[src/rtl/core/ctp_pkg.sv]
// Package of the constrained trajectory planner core: widths, constants,
// datapath command codes and the command and status structs. No dependencies.
package ctp_pkg;

    localparam int DW        = 32;
    localparam int FRAC_BITS = 16;
    localparam int LIM_W     = 31;
    localparam int TS_W      = 32;

    // One in value format, and the 0.001 scale of the velocity deadband.
    localparam logic [DW-1:0] ONE_Q  = DW'(1) << FRAC_BITS;
    localparam logic [31:0]   THOUS  = 32'd4294967;
    // Rounding halves for shifts by the fraction width and by 32.
    localparam logic [65:0]   HALF16 = 66'(1) << (FRAC_BITS - 1);
    localparam logic [65:0]   HALF32 = 66'(1) << 31;
    localparam logic [60:0]   TERM_CAP = 61'(1) << 60;

    // Number of quotient bits produced by the shared divider.
    localparam int DIV_STEPS = 31;

    // Configuration register indexes.
    localparam logic [1:0] CFG_ACCEL = 2'd0;
    localparam logic [1:0] CFG_VLIM  = 2'd1;
    localparam logic [1:0] CFG_WN    = 2'd2;
    localparam logic [1:0] CFG_TS    = 2'd3;

    typedef logic [4:0] t_op;

    // Datapath command codes.
    localparam t_op OP_NOP        = 5'd0;
    localparam t_op OP_CAP        = 5'd1;
    localparam t_op OP_MUL_BRAKE  = 5'd2;
    localparam t_op OP_MUL_VE2    = 5'd3;
    localparam t_op OP_MUL_THR    = 5'd4;
    localparam t_op OP_MUL_KIN    = 5'd5;
    localparam t_op OP_KDIV_INIT  = 5'd6;
    localparam t_op OP_DIV_STEP   = 5'd7;
    localparam t_op OP_KIN_ACC    = 5'd8;
    localparam t_op OP_WRONG_ACC  = 5'd9;
    localparam t_op OP_MUL_W2     = 5'd10;
    localparam t_op OP_SAVE_W2    = 5'd11;
    localparam t_op OP_MUL_W2LO   = 5'd12;
    localparam t_op OP_MUL_W2HI   = 5'd13;
    localparam t_op OP_MUL_DAMP   = 5'd14;
    localparam t_op OP_SAVE_T1    = 5'd15;
    localparam t_op OP_TRACK_ACC  = 5'd16;
    localparam t_op OP_MUL_VEL    = 5'd17;
    localparam t_op OP_VEL        = 5'd18;
    localparam t_op OP_MUL_POS    = 5'd19;
    localparam t_op OP_POS        = 5'd20;
    localparam t_op OP_COMMIT     = 5'd21;
    localparam t_op OP_FIN        = 5'd22;

    typedef struct packed {
        t_op op;
    } t_cmd;

    typedef struct packed {
        logic item_step;
        logic kin_sel;
        logic wrong_sel;
        logic ts_zero;
    } t_stat;

endpackage

[src/rtl/core/ctp_ctrl.sv]
// Sequencer of the planner core: walks each request through the shared
// multiplier and divider steps. Depends on ctp_pkg.
module ctp_ctrl (
    input  logic           i_clk,
    input  logic           i_rst_n,
    input  logic           i_in_valid,
    output logic           o_in_ready,
    output logic           o_out_valid,
    input  logic           i_out_ready,
    input  ctp_pkg::t_stat i_stat,
    output ctp_pkg::t_cmd  o_cmd
);
    import ctp_pkg::*;

    localparam logic [4:0] S_IDLE  = 5'd0;
    localparam logic [4:0] S_M1    = 5'd1;
    localparam logic [4:0] S_M2    = 5'd2;
    localparam logic [4:0] S_M3    = 5'd3;
    localparam logic [4:0] S_DEC   = 5'd4;
    localparam logic [4:0] S_K1    = 5'd5;
    localparam logic [4:0] S_KINIT = 5'd6;
    localparam logic [4:0] S_KDIV  = 5'd7;
    localparam logic [4:0] S_KA    = 5'd8;
    localparam logic [4:0] S_W     = 5'd9;
    localparam logic [4:0] S_T1    = 5'd10;
    localparam logic [4:0] S_T2    = 5'd11;
    localparam logic [4:0] S_T3    = 5'd12;
    localparam logic [4:0] S_T4    = 5'd13;
    localparam logic [4:0] S_T5    = 5'd14;
    localparam logic [4:0] S_T6    = 5'd15;
    localparam logic [4:0] S_T7    = 5'd16;
    localparam logic [4:0] S_V1    = 5'd17;
    localparam logic [4:0] S_V2    = 5'd18;
    localparam logic [4:0] S_V3    = 5'd19;
    localparam logic [4:0] S_V4    = 5'd20;
    localparam logic [4:0] S_ADIV  = 5'd21;
    localparam logic [4:0] S_APP   = 5'd22;
    localparam logic [4:0] S_FIN   = 5'd23;

    localparam logic [4:0] DIV_LAST = 5'(DIV_STEPS - 1);

    logic [4:0] r_state, n_state;
    logic [4:0] r_cnt, n_cnt;
    logic       r_out_valid, n_out_valid;

    // Next state and command for the datapath.
    always_comb begin
        n_state     = r_state;
        n_cnt       = r_cnt;
        o_cmd.op    = OP_NOP;
        n_out_valid = r_out_valid && !i_out_ready;
        unique case (r_state)
            S_IDLE: begin
                if (i_in_valid) begin
                    o_cmd.op = OP_CAP;
                    n_state  = i_stat.item_step ? S_M1 : S_FIN;
                end
            end
            S_M1: begin
                o_cmd.op = OP_MUL_BRAKE;
                n_state  = S_M2;
            end
            S_M2: begin
                o_cmd.op = OP_MUL_VE2;
                n_state  = S_M3;
            end
            S_M3: begin
                o_cmd.op = OP_MUL_THR;
                n_state  = S_DEC;
            end
            S_DEC: begin
                priority if (i_stat.kin_sel) begin
                    n_state = S_K1;
                end else if (i_stat.wrong_sel) begin
                    n_state = S_W;
                end else begin
                    n_state = S_T1;
                end
            end
            S_K1: begin
                o_cmd.op = OP_MUL_KIN;
                n_state  = S_KINIT;
            end
            S_KINIT: begin
                o_cmd.op = OP_KDIV_INIT;
                n_cnt    = '0;
                n_state  = S_KDIV;
            end
            S_KDIV: begin
                o_cmd.op = OP_DIV_STEP;
                if (r_cnt == DIV_LAST) begin
                    n_state = S_KA;
                end else begin
                    n_cnt = r_cnt + 5'd1;
                end
            end
            S_KA: begin
                o_cmd.op = OP_KIN_ACC;
                n_state  = S_V1;
            end
            S_W: begin
                o_cmd.op = OP_WRONG_ACC;
                n_state  = S_V1;
            end
            S_T1: begin
                o_cmd.op = OP_MUL_W2;
                n_state  = S_T2;
            end
            S_T2: begin
                o_cmd.op = OP_SAVE_W2;
                n_state  = S_T3;
            end
            S_T3: begin
                o_cmd.op = OP_MUL_W2LO;
                n_state  = S_T4;
            end
            S_T4: begin
                o_cmd.op = OP_MUL_W2HI;
                n_state  = S_T5;
            end
            S_T5: begin
                o_cmd.op = OP_MUL_DAMP;
                n_state  = S_T6;
            end
            S_T6: begin
                o_cmd.op = OP_SAVE_T1;
                n_state  = S_T7;
            end
            S_T7: begin
                o_cmd.op = OP_TRACK_ACC;
                n_state  = S_V1;
            end
            S_V1: begin
                o_cmd.op = OP_MUL_VEL;
                n_state  = S_V2;
            end
            S_V2: begin
                o_cmd.op = OP_VEL;
                n_state  = S_V3;
            end
            S_V3: begin
                o_cmd.op = OP_MUL_POS;
                n_state  = S_V4;
            end
            S_V4: begin
                o_cmd.op = OP_POS;
                n_cnt    = '0;
                n_state  = i_stat.ts_zero ? S_APP : S_ADIV;
            end
            S_ADIV: begin
                o_cmd.op = OP_DIV_STEP;
                if (r_cnt == DIV_LAST) begin
                    n_state = S_APP;
                end else begin
                    n_cnt = r_cnt + 5'd1;
                end
            end
            S_APP: begin
                o_cmd.op = OP_COMMIT;
                n_state  = S_FIN;
            end
            S_FIN: begin
                // Wait until the result register is free.
                if (!r_out_valid || i_out_ready) begin
                    o_cmd.op    = OP_FIN;
                    n_out_valid = 1'b1;
                    n_state     = S_IDLE;
                end
            end
            default: begin
                n_state = S_IDLE;
            end
        endcase
    end

    // State registers.
    always_ff @(posedge i_clk) begin
        if (!i_rst_n) begin
            r_state     <= S_IDLE;
            r_cnt       <= '0;
            r_out_valid <= 1'b0;
        end else begin
            r_state     <= n_state;
            r_cnt       <= n_cnt;
            r_out_valid <= n_out_valid;
        end
    end

    assign o_in_ready  = (r_state == S_IDLE);
    assign o_out_valid = r_out_valid;

endmodule

[config.mk]
export PLATFORM = sky130hd
export DESIGN_NAME = ctp_ctrl
export DESIGN_NICKNAME = d
export VERILOG_FILES = /design/src/rtl/core/ctp_pkg.sv /design/src/rtl/core/ctp_ctrl.sv
export SDC_FILE = /design/constraint.sdc
export NUM_CORES = 1
export LEC_CHECK = 0
export BUFFER_PORTS_ARGS = -buffer_cell sky130_fd_sc_hd__buf_4
export CORE_MARGIN = 2
export CORE_UTILIZATION = 45
export DETAILED_ROUTE_END_ITERATION = 16
export GPL_ROUTABILITY_DRIVEN = 0
export GPL_TIMING_DRIVEN = 0
export MAX_ROUTING_LAYER = met4
export PLACE_DENSITY = 0.65
export SYNTH_ARGS = -nofsm -noshare
export SYNTH_HDL_FRONTEND = slang
export SYNTH_SLANG_ARGS = --single-unit
[constraint.sdc]
create_clock -name i_clk -period 3.5 [get_ports i_clk]
set_clock_uncertainty 0.05 [all_clocks]
set_input_delay 0.35 -clock i_clk [delete_from_list [all_inputs] [get_ports i_clk]]
set_output_delay 0.35 -clock i_clk [all_outputs]
set_load 0.05 [all_outputs]
Word-level counts from Yosys, hierarchy flattened --
Index checks and enable logic that the tools add are counted.
Operators by class: mux-type cells 16, add/sub/neg operators 1, eq/ne operators 29, reductions and logical operators 11
Operators with widths (number):
- 5-bit case mux with 22 select lines | 2
- 5-bit equality test, second input constant | 9
- 5-bit by 4-bit equality test with 1-bit output, second input constant | 8
- 5-bit two-way mux | 7
- 5-bit by 3-bit equality test with 1-bit output, second input constant | 4
- 5-bit by 2-bit equality test with 1-bit output, second input constant | 2
- 2-bit inequality test, second input constant | 5
- 5-bit case mux with 2 select lines | 1
- 5-bit by 1-bit adder with 5-bit output, second input constant | 1
- 5-bit by 1-bit equality test with 1-bit output, second input constant | 1
- 5-bit zero test | 1
- 2-bit two-way mux | 2
- 4-bit two-way mux | 1
- 4-bit AND reduction | 1
- 2-bit OR reduction | 2
- 1-bit two-way mux | 3
- 3-bit OR reduction | 1
- 1-bit zero test | 2
- 2-bit AND reduction | 1
- 2-bit nonzero test | 1
- 1-bit logical AND | 1
- 1-bit logical OR | 1
Word-level totals: bits of input ports 8, logic and storage cells 60, output and inout port bits 7, flip-flop bits (word level) 11

Depth between registers and ports, before layout --
Gate-level depths: netlist (run 1).
word-level depth 4, mapped depth 7, mapped depth without buffers 7

Worst setup path after synthesis (run 1) --
OpenSTA, ideal clock, no wires.
path type reg2out, start point reg r_state[4], end point out o_in_ready, path buffers 3, setup slack 0.694 ns, cell stages (with the launch flop) 5, data arrival time 2.406 ns, required time 3.100 ns, cells stage by stage dfxtp_1 > buf_4 > buf_2 > buf_2 > nor4b_1
On the way: cells in the longest elaborated chain, start to end 1
RTL lines:
- start: declaration | RTL line ctp_ctrl.sv:42 | logic [4:0] r_state, n_state;
- start signal: assignment | RTL line ctp_ctrl.sv:183 | r_state <= n_state;
- 5-bit zero test | RTL line ctp_ctrl.sv:189 | assign o_in_ready = (r_state == S_IDLE);
- end: declaration | RTL line ctp_ctrl.sv:7 | output logic o_in_ready,
No other way between the ends.

==> metrics.md, run 1 <==
| Metric | Value |
|---|---|
| Syn Inst Count | `131` |
| P_int | `roughly 0.45 mW` |
| Core Box Area | `0.00198 mm2` |
| Vias in the first global route | `between 900 and 1k` |
| Max_slew headroom | `0.740` |
| Arr. time, crit path | `1.89 ns` |
| Drt via density | `5.73` |
| Clock share of power | `0.089` |
| Post-synthesis sequential area ratio | `0.233` |
| Via count | `1,002` |
| First-pass GRT wire length | `approximately 4100 um` |
| HPWL after DPL | `1750 um` |
| Total negative slack | `0 ns` |
| Flops & latches, synth | `11` |
| Worst Tran Pin Value | `0.390 ns` |
| Die ar. | `0.00248 mm2` |
| Hold path start | `i_rst_n` |
| Post-Place Cells | `around 170` |
| Overflow after GRT | `0` |
| 1st-iter DRT viols | `29` |
| Fin. Hold Viols | `0` |
| Mapped Area | `946 um2` |
| Routed len/inst | `13.2 um` |
| CTS resizes | `0` |
| Placement Cell Area | `about 0.0011 mm2` |
| Cell Pwr Density | `883 mW/mm2` |
| Mean area per synthesized cell | `7.22 um2` |
| Total Wirelength | `2310 um` |
| Finished Cell Area | `between 0.001 and 0.0015 mm2` |
| Cell depth of the worst hold path | `2` |
| Crit path max fanout | `10` |
| Crit-path most repeated cell | `buf_2` |
| Num CTS Buffers | `3` |
| Bufs on Longest Clock Path | `2` |
| Fraction of layout cells with a size suffix above 1 | `0.203` |
| Initial Util | `0.477` |
| P_leak | `0.479 nW` |
| # clock sinks | `11` |
| Max-cap violations | `0` |
| Pre-Repair DR Iteration Count | `4` |
| Critical path's slowest cell | `dfxtp_1` |
| R2R cell count | `7` |
| Cell Rows | `16` |
| Primary FF master, synth | `dfxtp_1` |
| R2R Setup Slk | `about 1.8 ns` |
| Hold path endpoint | `r_cnt[0]` |
| Total Routing Usage GR | `0.219` |
| Residual DRC | `0` |
| Sequential Power Share | `0.163` |
| Commonest non-fill, non-tap cells in the layout | `18 x nor2_1, 15 x buf_4, 11 x dfxtp_1` |
| Final WS setup | `1.21 ns` |
| Post-synth EDFFs | `0` |
| Die W | `~50 um` |
| Cell Count, Final, Fillers Out | `around 180` |
| Post-CTS setup repair buffer count | `0` |
| Post-Place Setup Slack | `1.51 ns` |
| Synth-to-layout area growth | `16.7%` |
| Worst Setup Path Type | `reg -> out` |
| Mapped Nets | `141` |
| Yosys cell types | `41` |
| Biggest cell delay along the critical path | `around 0.43 ns` |
| Period minus WS final | `2.29 ns` |
| Ports | `15` |
| Most common cell after layout, fill and taps aside | `nor2_1` |
| Crit-path cells | `buf_2 -> buf_2 -> a21oi_1 -> a221oi_1 -> a21o_1 -> buf_4` |
| Max frequency | `between 400 and 500 MHz` |
| Crit Reg-Reg Startpoint | `r_cnt[0]` |
| FILL cells | `204` |
| Clock root buffer | `clkbuf_4` |
| Sw frac | `0.534` |
| Hold crit path type | `in -> reg` |
| CP required | `3.10 ns` |
| # H-tree levels | `1` |
| Comb pwr share | `0.748` |
| Part of the cycle the worst path needs | `0.654` |
| Largest net degree at the start of global routing | `11` |
| Port Buf Inserts | `13` |
| Status | `finished, final reports clean` |
| Ys Warns | `0` |
| Startpoint Class | `flop` |
| Sw power | `0.520 mW` |
| Initial antenna violation count | `0` |
| Worst-Skew Late Latency | `0.27 ns` |
| CTS tree | `built` |
| Count of final max-slew check failures | `0` |
| RSZ-0062 raised after global routing | `false` |
| Reg2reg end | `r_state[1]` |
| Antenna diodes | `0` |
| Clock transition at the registers of the reported paths | `0.07 ns` |
| CTS Hold Bufs | `0` |
| Crit. End Element | `output port` |
| Worst vdd ir | `0.000798 V` |
| Die height | `49.8 um` |
| Post-synth ARST share | `0` |
| Final nets | `159` |
| Setup Viol. Count Final | `0` |
| Final ANT Viol Nets | `0` |
power groups by stage:
| stage | clock network (mW) | logic [mW] | registers (mW) |
|---|---|---|---|
| after floorplan | 0 | 0.565 | 0.158 |
| after global placement | 0 | 0.723 | 0.161 |
| after detailed placement | 0 | 0.724 | 0.161 |
| after CTS | 0.0894 | 0.728 | 0.158 |
| after global routing | 0.0954 | 0.797 | 0.161 |
| final | 0.0866 | 0.729 | 0.159 |
layer usage:
metal	track usage	part of all wire	vias up
met5	-	0	-
met4	0.0556	0.0048	0
met3	0.0606	0.077	3
met2	0.320	0.45	39
met1	0.296	0.47	451
li1	-	-	509
state kept, by name, summed over array words and instances (netlist names):
register and count:
o_out_valid 1, r_cnt 5, r_state 5
how the worst max path moves through the flow:
stage | startpoint | end | slack, ns | depth (start not counted)
after global placement | r_state[1] | o_cmd[0] | 1.51 | 6
after floorplan | r_state[4] | o_in_ready | 0.69 | 4
after CTS | r_state[1] | o_cmd[0] | 1.21 | 6
final | r_state[1] | o_cmd[0] | 1.21 | 6
after detailed placement | r_state[1] | o_cmd[0] | 1.51 | 6
after global routing | r_state[1] | o_cmd[0] | 1.08 | 6
cells in the mapped netlist, drive strengths merged (2+ instances only):
cell	instances	share of area
inv	6	0.024
nand4	5	0.033
a221oi	2	0.019
a22oi	2	0.016
nor4b	2	0.019
nand2	7	0.028
xnor2	2	0.019
ha	2	0.026
nand3	5	0.026
mux2i	2	0.021
dfxtp	11	0.23
o31ai	4	0.032
o21bai	2	0.016
o21ai	9	0.048
xor2	4	0.037
nor3	5	0.026
and3	2	0.013
clkbuf	2	0.0079
o211a	3	0.032
nor2b	5	0.041
a21oi	6	0.032
nor2	18	0.071
buf	10	0.058
o22ai	2	0.013
cell families after synthesis:
family                   after synthesis  share of synthesized area
AND/OR/NAND/NOR                       52                      0.282
AO/OA/AOI/OAI                         40                      0.292
buffers and inverters                 18                     0.0899
flip-flops                            11                      0.233
XOR/XNOR                               6                     0.0556
multiplexers                           2                     0.0212
adder cells (fa/ha/maj)                2                     0.0265
layout make-up:
class                           count  area (um2)  share of cell area
Sequential cell                    11         220               0.200
Buffer                             12        62.6              0.0567
Tap cell                           27        33.8              0.0306
Inverter                            6        22.5              0.0204
Multi-Input combinational cell    102         641               0.580
Clock buffer                        4        26.3              0.0238
Timing Repair Buffer               13        97.6              0.0884
critical path, delay by kind of cell (launching register included):
family	cells	cell delay, ns
buffers and inverters	3	0.69
AO/OA/AOI/OAI	3	0.49
flip-flops	1	0.43
metrics by stage:
stage | utilization | power [mW] | hold WS [ns]
CTS | 0.557 | 0.976 | 0.412
global placement | 0.544 | 0.884 | 0.460
floorplan | - | 0.723 | 0.429
finish | 0.557 | 0.974 | 0.414
detailed placement | 0.544 | 0.885 | 0.474
global route | 0.557 | 1.05 | 0.468
Power figures use the tool's default switching activity.
==> run 2, diff against run 1 <==
--- a/config.mk
+++ b/config.mk
@@ -12,7 +12,7 @@
 export GPL_ROUTABILITY_DRIVEN = 0
 export GPL_TIMING_DRIVEN = 0
 export MAX_ROUTING_LAYER = met4
-export PLACE_DENSITY = 0.65
+export PLACE_DENSITY = 0.67
 export SYNTH_ARGS = -nofsm -noshare
 export SYNTH_HDL_FRONTEND = slang
 export SYNTH_SLANG_ARGS = --single-unit
==> constraint.sdc (replaced) <==
create_clock -name i_clk -period 1.9 [get_ports i_clk]
set_clock_uncertainty 0.05 [all_clocks]
set_input_delay 0.19 -clock i_clk [delete_from_list [all_inputs] [get_ports i_clk]]
set_output_delay 0.19 -clock i_clk [all_outputs]
set_load 0.05 [all_outputs]
==> run 2 against run 1 <==
Clock-buffer cell count did not move. Final cell count increased by 2.9%. Final area rose by 16%. Combinational power rose by 130%. Critical endpoint is now o_cmd[1]. Non-clock buffer count up 5. Core utilization up 9.1 points. Sequential share of layout area decreased by 2.5 points. Worst setup slack lost 1.1 ns. Highest routed layer unchanged.
==> metrics.md, run 2 (same netlist as run 1, synthesis figures left out) <==
| Metric | Value |
|---|---|
| Status | `finished, final reports clean` |
| Antenna diodes | `0 (unchanged)` |
| Startpoint Class | `flop` |
| WL met2 | `1170 um (+12%)` |
| Vias in the first global route | `911 (-1.1%)` |
| Die W | `49.8 um (unchanged)` |
| Commonest non-fill, non-tap cells in the layout | `20 x buf_4, 16 x nor2_1, 10 x dfxtp_1` |
| Crit path max fanout | `10 (unchanged)` |
| P_leak | `0.541 nW (+13%)` |
| Pre-Repair DR Iteration Count | `4 (unchanged)` |
| Die ar. | `0.00248 mm2 (unchanged)` |
| Port Buf Inserts | `13 (unchanged)` |
| Final ANT Viol Nets | `0 (unchanged)` |
| Num CTS Buffers | `3 (unchanged)` |
| Initial Util | `0.477 (unchanged)` |
| Drt via density | `6.01 (+5.0%)` |
| Cell Pwr Density | `1690 mW/mm2 (+92%)` |
| # H-tree levels | `1 (unchanged)` |
| Overflow after GRT | `0 (unchanged)` |
| Bufs on Longest Clock Path | `2 (unchanged)` |
| Part of the cycle the worst path needs | `0.968` |
| Period minus WS final | `around 1.8 ns` |
| Fin. Hold Viols | `0 (unchanged)` |
| Worst vdd ir | `0.00156 V (+96%)` |
| Hold crit path type | `in -> reg` |
| Max Used Layer | `met4` |
| Crit path to | `o_cmd[1]` |
| Routed len/inst | `14.3 um (+8.5%)` |
| Initial antenna violation count | `0 (unchanged)` |
| Largest net degree at the start of global routing | `18 (+7)` |
| RSZ-0062 raised after global routing | `true` |
| Max_slew headroom | `0.710 (-0.0304)` |
| Reg2reg end | `r_state[1]` |
| CTS tree | `built` |
| Met1 wire length | `1110 um (+3.4%)` |
| Hold slack | `0.237 ns (-0.177 ns)` |
| Total Wirelength | `2570 um (+12%)` |
| Max-cap violations | `0 (unchanged)` |
| Count of final max-slew check failures | `0 (unchanged)` |
| Crit. Startpoint | `r_state[1]` |
| Via count | `1,082 (+8.0%)` |
| HPWL after DPL | `1760 um (+0.85%)` |
| First-pass GRT wire length | `4130 um (+0.17%)` |
| Synth-to-layout area growth | `35.7%` |
| CP required | `1.66 ns (-1.44 ns)` |
| FILL cells | `164 (-20%)` |
| 1st-iter DRT viols | `44 (+52%)` |
| Max frequency | `544 MHz` |
| Ports | `15 (unchanged)` |
| Detail Route met3 WL | `240 um (+36%)` |
| Arr. time, crit path | `1.60 ns (-0.29 ns)` |
| Setup Viol. Count Final | `0 (unchanged)` |
| Core Box Area | `0.00198 mm2 (unchanged)` |
| Worst Tran Pin Value | `0.429 ns (+0.0395 ns)` |
| Crit Reg-Reg Startpoint | `r_state[2]` |
| Total Routing Usage GR | `0.221 (+0.00290)` |
| Cell Rows | `16 (unchanged)` |
| Worst-Skew Late Latency | `0.28 ns (about the same)` |
| Total negative slack | `0 ns (unchanged)` |
| Final nets | `164 (+3.1%)` |
| R2R cell count | `6 (-1)` |
| Residual DRC | `0 (unchanged)` |
| R2R Setup Slk | `0.10 ns (-1.71 ns)` |
| # clock sinks | `11 (unchanged)` |
| Clock root buffer | `clkbuf_4` |
| Worst Setup Path Type | `reg -> out` |
| Clock transition at the registers of the reported paths | `0.07 ns (about the same)` |
| Die height | `49.8 um (unchanged)` |
| CTS Hold Bufs | `0 (unchanged)` |
| Most common cell after layout, fill and taps aside | `buf_4` |
| Fraction of layout cells with a size suffix above 1 | `0.320 (+0.118)` |
| Crit. End Element | `output port` |
==> run 2: how the worst min path moves through the flow <==
stage          startpoint    endpoint  cells after the start
2_1_floorplan   i_stat[3]  r_state[2]                      3
3_3_place_gp     r_cnt[4]    r_cnt[4]                      2
3_5_place_dp     r_cnt[4]    r_cnt[4]                      2
4_1_cts           i_rst_n    r_cnt[0]                      2
5_1_grt           i_rst_n    r_cnt[0]                      2
6_report          i_rst_n    r_cnt[0]                      2
==> run 2: per-stage QoR <==
step / instance area [um2] / power (mW) / worst slack (ns) / util / instances
CTS: 1170 / 1.95 / 0.0155 / 0.593 / 174
global route: 1280 / 2.32 / -0.0145 / 0.648 / 180
finish: 1280 / 2.17 / 0.0613 / 0.648 / 180
detailed placement: 1100 / 1.67 / 0.0460 / 0.556 / 171
floorplan: 970 / 1.37 / -0.0603 / - / 131
global placement: 1100 / 1.66 / 0.0596 / 0.556 / 171
==> run 2: critical path: stages (launching register included) <==
cell and delay (ns):
dfxtp_4 0.38, buf_12 0.14, inv_2 0.07, o211ai_1 0.26, o31ai_4 0.12, a21oi_2 0.14
o21ai_2 0.06, buf_6 0.15
==> run 2: area by class of cell <==
type                    instances  area [um2]  share of cell area
clock buffers                   4        26.3              0.0205
multi-input cells             102         712               0.555
inverters                       6        22.5              0.0175
well taps                      27        33.8              0.0263
plain buffers                  11         115              0.0897
repair buffers                 19         150               0.117
flip-flops and latches         11         224               0.174
==> run 2: layer usage <==
layer  vias up  GRT usage
met1       503      0.314
li1        520          -
met3         8     0.0697
met4         0     0.0833
met2        51      0.289
met5         -          -
==> run 2: power breakdown <==
part / switching [mW] / internal (mW)
clock network: 0.0834 / 0.0815
logic: 0.995 / 0.713
registers: 0.0243 / 0.275
total: 1.10 / 1.07
==> run 2: repair_timing <==
item | in CTS | in global routing
buffers inserted | 0 | 6
hold endpoints to repair | 0 | 0
gates resized for setup | 16 | 15
pin swaps | 1 | 3
endpoints found under the setup margin | 4 | 3
==> run 3, diff against run 2 <==
--- a/config.mk
+++ b/config.mk
@@ -13,6 +13,8 @@
 export GPL_TIMING_DRIVEN = 0
 export MAX_ROUTING_LAYER = met4
 export PLACE_DENSITY = 0.67
+export REMOVE_ABC_BUFFERS = 1
 export SYNTH_ARGS = -nofsm -noshare
 export SYNTH_HDL_FRONTEND = slang
 export SYNTH_SLANG_ARGS = --single-unit
+export TNS_END_PERCENT = 1
==> run 3 against run 2 <==
First-iteration DRC count is 36% lower. Critical path type unchanged. Critical path depth is 1 lower. Fmax is 2.9% higher. Core utilization is 8.2 points lower.
==> metrics.md, run 3 (same netlist as run 1, synthesis figures left out) <==
| Metric | Value |
|---|---|
| Status | `finished, final reports clean` |
| Via count | `990 (-8.5%)` |
| RSZ-0062 raised after global routing | `false` |
| Crit path max fanout | `8 (-2)` |
| Largest net degree at the start of global routing | `26 (+8)` |
| Routed len/inst | `13.4 um (-6.4%)` |
| Cell Pwr Density | `1640 mW/mm2 (-2.9%)` |
| # H-tree levels | `1 (unchanged)` |
| Comb pwr share | `0.673 (-0.113)` |
| Worst Tran Pin Value | `0.370 ns (-0.0597 ns)` |
| Final nets | `152 (-7.3%)` |
| P_int | `0.880 mW (-18%)` |
| 1st-iter DRT viols | `28 (-36%)` |
| Fraction of layout cells with a size suffix above 1 | `0.241 (-0.0791)` |
| CTS Hold Bufs | `0 (unchanged)` |
| Startpoint Class | `flop` |
| Clock transition at the registers of the reported paths | `0.07 ns (about the same)` |
| Critical path's slowest cell | `dfxtp_4` |
| Max_slew headroom | `0.754 (+0.0438)` |
| Biggest cell delay along the critical path | `0.38 ns (about the same)` |
| CP required | `1.66 ns (about the same)` |
| HPWL after DPL | `1470 um (-17%)` |
| FILL cells | `202 (+23%)` |
| Pre-Repair DR Iteration Count | `4 (unchanged)` |
| Total Wirelength | `2250 um (-13%)` |
| Crit-path cells | `buf_4 -> nor2b_2 -> a21oi_1 -> a221oi_1 -> a21o_1 -> buf_6` |
| Hold crit path type | `in -> reg` |
| Cell Rows | `16 (unchanged)` |
| Initial antenna violation count | `0 (unchanged)` |
| Max-cap violations | `0 (unchanged)` |
| Ports | `15 (unchanged)` |
| Final ANT Viol Nets | `0 (unchanged)` |
| Die height | `49.8 um (unchanged)` |
| Num CTS Buffers | `3 (unchanged)` |
| Bufs on Longest Clock Path | `2 (unchanged)` |
| Clock share of power | `0.084 (+0.008)` |
| Worst-Skew Late Latency | `0.26 ns (-0.02 ns)` |
| Antenna diodes | `0 (unchanged)` |
| Tot Pwr | `1.84 mW (-15%)` |
| Sequential Power Share | `0.243 (+0.105)` |
| Synth-to-layout area growth | `18.5%` |
| Count of final max-slew check failures | `0 (unchanged)` |
| # clock sinks | `11 (unchanged)` |
| Buf+Inv Stages, Crit Path | `2 (-1)` |
| Vias in the first global route | `774 (-15%)` |
| Crit. End Element | `output port` |
| Clock root buffer | `clkbuf_4` |
| Max frequency | `560 MHz (+2.9%)` |
| Sw power | `0.963 mW (-13%)` |
| Setup Viol. Count Final | `0 (unchanged)` |
| Fin. Hold Viols | `0 (unchanged)` |
| P_leak | `0.461 nW (-15%)` |
| Most common cell after layout, fill and taps aside | `nor2_1` |
| Die ar. | `0.00248 mm2 (unchanged)` |
| Overflow after GRT | `0 (unchanged)` |
| Post-Place Cells | `160 (-6.4%)` |
| Sw frac | `0.522 (+0.0149)` |
| Die W | `49.8 um (unchanged)` |
| Worst Setup Path Type | `reg -> out` |
| First-pass GRT wire length | `3420 um (-17%)` |
| Core Box Area | `0.00198 mm2 (unchanged)` |
| Port Buf Inserts | `14 (+1)` |
| Worst vdd ir | `0.00155 V (-1.0%)` |
| Drt via density | `5.89 (-2.0%)` |
| Total Routing Usage GR | `0.181 (-0.0405)` |
| Part of the cycle the worst path needs | `0.940 (-0.0274)` |
| Residual DRC | `0 (unchanged)` |
| Initial Util | `0.477 (unchanged)` |
| CTS tree | `built` |
| Period minus WS final | `1.79 ns (-0.0521 ns)` |
| Cell Count, Final, Fillers Out | `168 (-6.7%)` |
| Delay-heaviest family, CP | `compound AO/OA/AOI/OAI gates` |
| Arr. time, crit path | `1.55 ns (-0.05 ns)` |
| Commonest non-fill, non-tap cells in the layout | `17 x nor2_1, 16 x buf_4, 6 x a21oi_1, 6 x nand2_1, 6 x dfxtp_1` |
==> run 3: timing repair <==
| item | in CTS | in global routing |
|---|---|---|
| gates resized for setup | 10 | 3 |
| pin swaps | 0 | 1 |
| buffers inserted | 0 | 4 |
| setup endpoints to repair | 8 | 3 |
==> run 3: layout make-up <==
| type | instances | area (um2) | area share |
|---|---|---|---|
| Inverter | 6 | 22.5 | 0.0201 |
| Multi-Input combinational cell | 102 | 653 | 0.583 |
| Tap cell | 27 | 33.8 | 0.0301 |
| Clock buffer | 4 | 26.3 | 0.0234 |
| Sequential cell | 11 | 234 | 0.209 |
| Timing Repair Buffer | 18 | 151 | 0.135 |
==> run 3: power groups by stage <==
stage / logic [mW] / clock network [mW] / registers [mW]
global route: 1.33 / 0.172 / 0.459
finish: 1.24 / 0.155 / 0.447
CTS: 1.07 / 0.161 / 0.496
global placement: 1.05 / 0 / 0.476
detailed placement: 1.06 / 0 / 0.480
floorplan: 0.834 / 0 / 0.422
==> run 3: stage by stage <==
stage	worst slack [ns]	TNS, ns	hold slack [ns]	cell area, um2	utilization
floorplan	-0.628	-1.40	0.258	883	-
global placement	-0.169	-0.468	0.422	1020	0.516
detailed placement	-0.203	-0.699	0.424	1020	0.516
CTS	0.0121	0	0.150	1070	0.539
global route	0.00840	0	0.164	1120	0.566
finish	0.113	0	0.163	1120	0.566
==> run 3: per-layer routing <==
metal / vias to the layer above / wire length (um) / GRT usage
li1: 497 / - / -
met1: 460 / 1110 / 0.250
met2: 31 / 992 / 0.278
met3: 2 / 135 / 0.0455
met4: 0 / 8 / 0.0139
met5: - / 0 / -
==> run 3: path summary, 6_finish.rpt <==
path                              endpoint        from  slack (ns)  depth (start not counted)
worst max-delay path              o_cmd[0]  r_state[0]        0.11                          6
worst min-delay path              r_cnt[0]     i_rst_n        0.16                          2
worst max register to register  r_state[1]  r_state[2]        0.14                          5
worst min register to register    r_cnt[4]    r_cnt[4]        0.50                          2
